File: config.mk
export PLATFORM = sky130hd
export DESIGN_NAME = elu_fxmul
export DESIGN_NICKNAME = d
export VERILOG_FILES = /design/src/rtl/core/element_lu_block_solve_macros.svh /design/src/rtl/core/elu_pkg.sv /design/src/rtl/core/elu_fxmul.sv
export SDC_FILE = /design/constraint.sdc
export NUM_CORES = 2
export LEC_CHECK = 0
export CAP_MARGIN = 20
export CELL_PAD_IN_SITES_DETAIL_PLACEMENT = 0
export CELL_PAD_IN_SITES_GLOBAL_PLACEMENT = 1
export CORE_UTILIZATION = 49
export CTS_CLUSTER_DIAMETER = 120
export CTS_CLUSTER_SIZE = 28
export DETAILED_ROUTE_END_ITERATION = 7
export DONT_BUFFER_PORTS = 1
export PLACE_DENSITY = 0.86
export SYNTH_ARGS = -nofsm -noshare
export SYNTH_HDL_FRONTEND = slang
export SYNTH_SLANG_ARGS = --single-unit
File: constraint.sdc
create_clock -name clk -period 7.75 [get_ports clk]
set_clock_uncertainty 0.05 [all_clocks]
set_input_delay 0.3875 -clock clk [delete_from_list [all_inputs] [get_ports clk]]
set_output_delay 0.3875 -clock clk [all_outputs]
set_load 0.03 [all_outputs]
File: src/rtl/core/element_lu_block_solve_macros.svh
// Assertion macros for the element LU block solve design.
`ifndef ELEMENT_LU_BLOCK_SOLVE_MACROS_SVH
`define ELEMENT_LU_BLOCK_SOLVE_MACROS_SVH
`ifndef SYNTH
`define ELU_ASSERT_IMPL(label, pre, post) \
	label: assert property (@(posedge clk) disable iff (!arst_n) (pre) |-> (post)) \
		else $error("element_lu_block_solve check failed");
`define ELU_ASSERT_NEXT(label, pre, post) \
	label: assert property (@(posedge clk) disable iff (!arst_n) (pre) |=> (post)) \
		else $error("element_lu_block_solve check failed");
`else
`define ELU_ASSERT_IMPL(label, pre, post)
`define ELU_ASSERT_NEXT(label, pre, post)
`endif
`endif

File: src/rtl/core/elu_pkg.sv
// Shared types, op codes and saturating helpers for the element LU solve.
package elu_pkg;
	localparam int DOF     = 12;
	localparam int NCOEF   = 144;
	localparam int DATA_W  = 32;
	localparam int ADDR_W  = 12;
	localparam int SLOT_W  = 8;
	localparam int OP_W    = 3;
	localparam int IDX_W   = 4;
	localparam int COEF_AW = 8;

	typedef logic signed [DATA_W-1:0] data_t;
	typedef logic signed [2*DATA_W-1:0] wide_t;

	typedef enum logic [OP_W-1:0] {
		OP_WRITE     = 3'd0,
		OP_LOAD_IDX  = 3'd1,
		OP_LOAD_COEF = 3'd2,
		OP_APPLY     = 3'd3,
		OP_READ      = 3'd4
	} op_t;

	// Clamp a wide signed value into 32 bits
	function automatic data_t sat_wide(wide_t v);
		wide_t hi;
		wide_t lo;
		hi = wide_t'({1'b0, {(DATA_W-1){1'b1}}});
		lo = -hi - wide_t'(1);
		if (v > hi) begin
			return {1'b0, {(DATA_W-1){1'b1}}};
		end else if (v < lo) begin
			return {1'b1, {(DATA_W-1){1'b0}}};
		end
		return v[DATA_W-1:0];
	endfunction

	// Saturating a - b
	function automatic data_t sat_sub(data_t a, data_t b);
		logic signed [DATA_W:0] d;
		d = {a[DATA_W-1], a} - {b[DATA_W-1], b};
		if (d[DATA_W] != d[DATA_W-1]) begin
			return d[DATA_W] ? {1'b1, {(DATA_W-1){1'b0}}} : {1'b0, {(DATA_W-1){1'b1}}};
		end
		return d[DATA_W-1:0];
	endfunction
endpackage

File: src/rtl/core/elu_fxmul.sv
// Registered fixed-point multiplier with floor shift and saturation.
module elu_fxmul #(
	parameter int FRAC_BITS = 16
) (
	input  logic          clk,
	input  logic          en,
	input  elu_pkg::data_t a,
	input  elu_pkg::data_t b,
	output elu_pkg::data_t result
);
	import elu_pkg::*;

	wide_t prod_s2;

	// Register the full product
	always_ff @(posedge clk) begin
		if (en) begin
			prod_s2 <= wide_t'(a) * wide_t'(b);
		end
	end

	// Arithmetic shift floors toward minus infinity, then clamp
	assign result = sat_wide(prod_s2 >>> FRAC_BITS);
endmodule

* Word level (Yosys, flattened, before mapping) *
Cells that the tools add are included.

word-level totals
  logic and storage cells = 9
  flip-flop bits (word level) = 64
  output and inout bits = 32

cells by class
  mux-type cells = 5
  multipliers = 1
  order comparisons = 2

operators by type and width
  kind                    number
  $mux W32                3
  $mul A32 B32 Y64        1
  $gt A48 B32 Y1 const B  1
  $lt A48 B32 Y1 const B  1
  $mux W1                 2

* Longest topological paths before layout *
  word-level depth = 4
  gate-level depth with buffers = 27
  mapped depth without buffers = 25

* Worst setup path after synthesis *
No wires, ideal clock.

  path type = input to register
  from = input port b[2]
  to = register prod_s2[61], data pin
  arrival = 7.432 ns
  stages = 24
  required time = 7.440 ns
  setup time = 0.260 ns
  setup slack = 0.008 ns
  buffers on the path = 1
  cell sequence = clkbuf_1 -> nand2_1 -> inv_1 -> fa_1 -> fa_1 -> fa_1 -> fa_1 -> inv_1 -> fa_1 -> inv_1 -> fa_1 -> inv_1 -> fa_1 -> inv_1 -> fa_1 -> ha_1 -> a21oi_1 -> o21ai_0 -> a21o_1 -> a21oi_1 -> o21ai_0 -> a41o_1 -> or2_4 -> xor2_2

on the way
  longest elaborated chain between the ends = 1

RTL lines
  what                    line             source
  start: declaration      elu_fxmul.sv:8   input elu_pkg::data_t b,
  $mul A32 B32 Y64        elu_fxmul.sv:18  prod_s2 <= wide_t'(a) * wide_t'(b);
  end signal: assignment  elu_fxmul.sv:18
  end: declaration        elu_fxmul.sv:13  wide_t prod_s2;

No other way between the ends.
A chain may end at the register's enable or synchronous reset.

* Worst setup path in the final report *
  from = input port b[2]
  to = register prod_s2[57], data pin

The elaborated chain is that of the path after synthesis.

==> flow_metrics.py <==
metrics = {
    "clock_network": {
        "cts.sinks": 48,
        "cts_resized": 0,
        "clkSlewWorstSetupHoldPaths_ns": 0.08,
        "cts_max_path_buffers": 2,
        "holdBufCountCts": 0,
        "cts_tree": "done",
        "cts_setup_buffers": 0,
        "clockRootBuffer": "clkbuf_16",
        "htreeDepth": 2,
        "numCtsBuffers": 5,
    },
    "setup_path": {
        "critical_path_class": "input port to register",
        "end_kind": "register",
        "worstPathMaxFanout": 32,
        "slowest_delay_ns": 0.73,
        "critical_path.most_common_cell": "fa_1",
        "cp.required_ns": 7.76,
        "crit_chain": "nand2_1, inv_1, fa_1, fa_1, fa_1, buf_4, fa_1, fa_1, fa_1, fa_1, fa_1, ha_1, nand4_1, nor4_1, inv_1, nor4_1, a221oi_2, o211ai_1, a21oi_1, xnor2_1",
        "cp_slowest_cell": "fa_1",
        "cp-start-kind": "input port",
        "worstPathArrival_ns": 7.34,
    },
    "timing": {
        "setup-tns-final_ns": 0,
        "rsz0062_at_grt": "no",
        "worst_pin_slew_ns": 0.6792,
        "period_share_pct": 94.51,
        "relSlewSlack_pct": 54.72,
        "setup_viol": 0,
        "maxSlewViolCount": 0,
        "final_hold_viol_count": 0,
        "fin_crit_ns": 7.325,
        "whs_ns": 0.1381,
        "clock.fmax_ghz": 0.1365,
    },
    "synth": {
        "seq_area_frac_synth_pct": 3.826,
        "ys_types": 60,
        "dominantRegCellSynth": "edfxtp_1",
        "ys_seq_elements": 48,
        "avgSynthCellArea_um2": 9.582,
        "synthCells": 3932,
        "synth-edff-count": 48,
        "syn_nets": 5259,
        "synth_area_um2": 37670,
        "synth_warnings": 0,
        "synthArstFlopShare_pct": 0,
    },
    "global_route": {
        "busiest_layer": "met2",
        "grt_pass1_vias": 27890,
        "track_usage_pct": 26.18,
        "grt_util_met1_pct": 37.45,
        "grt_pass1_wl_mm": 157.7,
        "grt_max_degree": 49,
        "met2_usage_pct": 39.62,
        "antenna_found_initial": 1,
        "overflow": 0,
        "use_met3_pct": 8.593,
    },
    "cells_and_area": {
        "top_register": "prod_s2",
        "largest_reg_flops": 48,
        "finalNetCount": 5091,
        "final_layout_size_suffix_gt1_share_pct": 1.594,
        "antenna_cells": 0,
        "reg_top3": "prod_s2 x48",
        "finalNonFillerCells": 4795,
        "fin_area_um2": 38630,
        "area_growth_pct": 2.527,
    },
    "placed_design": {
        "place_area_um2": 38430,
        "gp_congestion": 0.9146,
        "hpwl_mm": 79.90,
        "port_buffers": 0,
        "dp.cells": 4787,
    },
    "floorplanning": {
        "die_y_um": 279.3,
        "core-area_um2": 75950,
        "dieArea_um2": 78000,
        "floorplan.initialDensity_pct": 49.61,
        "row_count": 101,
        "die_x_um": 279.3,
        "pin_count": 98,
    },
    "min_path": {
        "min_path_type": "input port to register",
        "hold_start": "en",
        "min_path_cells": 0,
        "holdPathEnd": "prod_s2[63]",
    },
    "route": {
        "ant_nets": 0,
        "wirelength_mm": 94.71,
        "route.detailed.wl_per_inst_um": 19.75,
        "drtIter0Drc": 1645,
        "route.detailed.drc": 0,
        "dr.pass1.iters": 5,
        "vias_per_cell": 5.253,
        "vias": 25190,
    },
    "status": {
        "status": "finished, final reports clean",
    },
    "run": {
        "cap_violations": 0,
    },
}
-- worst max-delay path by stage --
| stage | depth (start not counted) | slack (ns) | startpoint | endpoint |
|---|---|---|---|---|
| global route | 25 | 0.04 | b[5] | prod_s2[61] |
| detailed placement | 22 | 0.14 | a[23] | prod_s2[61] |
| finish | 20 | 0.43 | b[2] | prod_s2[57] |
| global placement | 22 | 0.18 | a[23] | prod_s2[61] |
| CTS | 22 | 0.43 | a[23] | prod_s2[61] |
| floorplan | 24 | 0.008 | b[2] | prod_s2[61] |
-- area by class of cell --
| cell class | count | area [µm²] |
|---|---|---|
| Fill cell | 6861 | 37320 |
| Tap cell | 1030 | 1289 |
| Clock inverter | 3 | 68.82 |
| Inverter | 984 | 3694 |
| Timing Repair Buffer | 32 | 240.2 |
| Sequential cell | 48 | 1441 |
| Clock buffer | 5 | 125.1 |
| Multi-Input combinational cell | 2693 | 31770 |
-- worst max-delay path, delay by kind of cell --
family | cells | cell delay, ns
AO/OA/AOI/OAI | 3 | 0.57
XOR/XNOR | 1 | 0.13
adder cells (fa/ha/maj) | 9 | 4.73
AND/OR/NAND/NOR | 4 | 1.05
buffers and inverters | 3 | 0.46
-- layout by cell type (no fill, tap or decap), types with 10 or more instances in the layout --
cell | netlist | routed
nand3_1 | 10 | 10
o21bai_1 | 13 | 13
o211ai_1 | 10 | 10
buf_4 | 0 | 32
fa_1 | 1081 | 1081
and2_1 | 508 | 508
nor2_1 | 57 | 57
a21oi_1 | 56 | 56
o21ai_0 | 34 | 34
nand2b_1 | 11 | 11
edfxtp_1 | 48 | 48
inv_1 | 984 | 984
nand4_1 | 17 | 17
a21o_1 | 44 | 44
nand2_1 | 511 | 511
xor2_1 | 17 | 17
ha_1 | 180 | 180
xnor2_1 | 43 | 43
-- routing by layer --
metal  routed length [µm]  vias to the layer above
met2                42830                      887
met1                40450                    13300
met4                 1113                        4
li1                     -                    10920
met5                   65                        -
met3                10250                       78
-- Yosys cell counts, types with 2 or more instances --
library cell	number	area [µm²]
a211oi_1	9	67.56
a21o_1	44	330.3
a21oi_1	56	280.3
a221o_1	2	20.02
a31oi_1	9	56.30
a41oi_1	2	17.52
and2_1	508	3178
and3_1	8	50.05
and4_1	4	35.03
clkbuf_1	205	769.5
edfxtp_1	48	1441
fa_1	1081	21640
ha_1	180	2252
inv_1	984	3694
nand2_1	511	1918
nand2b_1	11	68.82
nand3_1	10	50.05
nand4_1	17	106.4
nor2_1	57	214.0
nor2b_1	2	12.51
nor3_1	7	35.03
nor4_1	8	50.05
o2111ai_1	3	26.28
o211a_1	4	40.04
o211ai_1	10	75.07
o21a_1	3	22.52
o21ai_0	34	170.2
o21ai_1	2	10.01
o21ba_2	2	20.02
o21bai_1	13	97.59
o221ai_1	2	17.52
o311ai_2	2	32.53
o31a_1	4	35.03
o31ai_1	4	30.03
or2_2	2	12.51
or3_1	2	12.51
xnor2_1	43	376.6
xor2_1	17	148.9
-- cell families after synthesis --
| family | synth area share [%] |
|---|---|
| buffers and inverters | 11.89 |
| and+or+nand+nor | 15.42 |
| AOI/OAI and AO/OA | 4.012 |
| DFF | 3.826 |
| adders and majority gates | 63.42 |
| xor gates and xnor gates | 1.438 |
-- stage by stage --
stage,util [%],setup slack [ns]
after floorplan,-,0.007775
after global placement,50.60,0.1844
after detailed placement,50.60,0.1389
after CTS,50.86,0.4313
after global routing,50.86,0.03964
final,50.86,0.4253
Power is left out: the tool's default activity adds up to more than one toggle a clock period on the data nets, which glitch-free logic cannot reach.
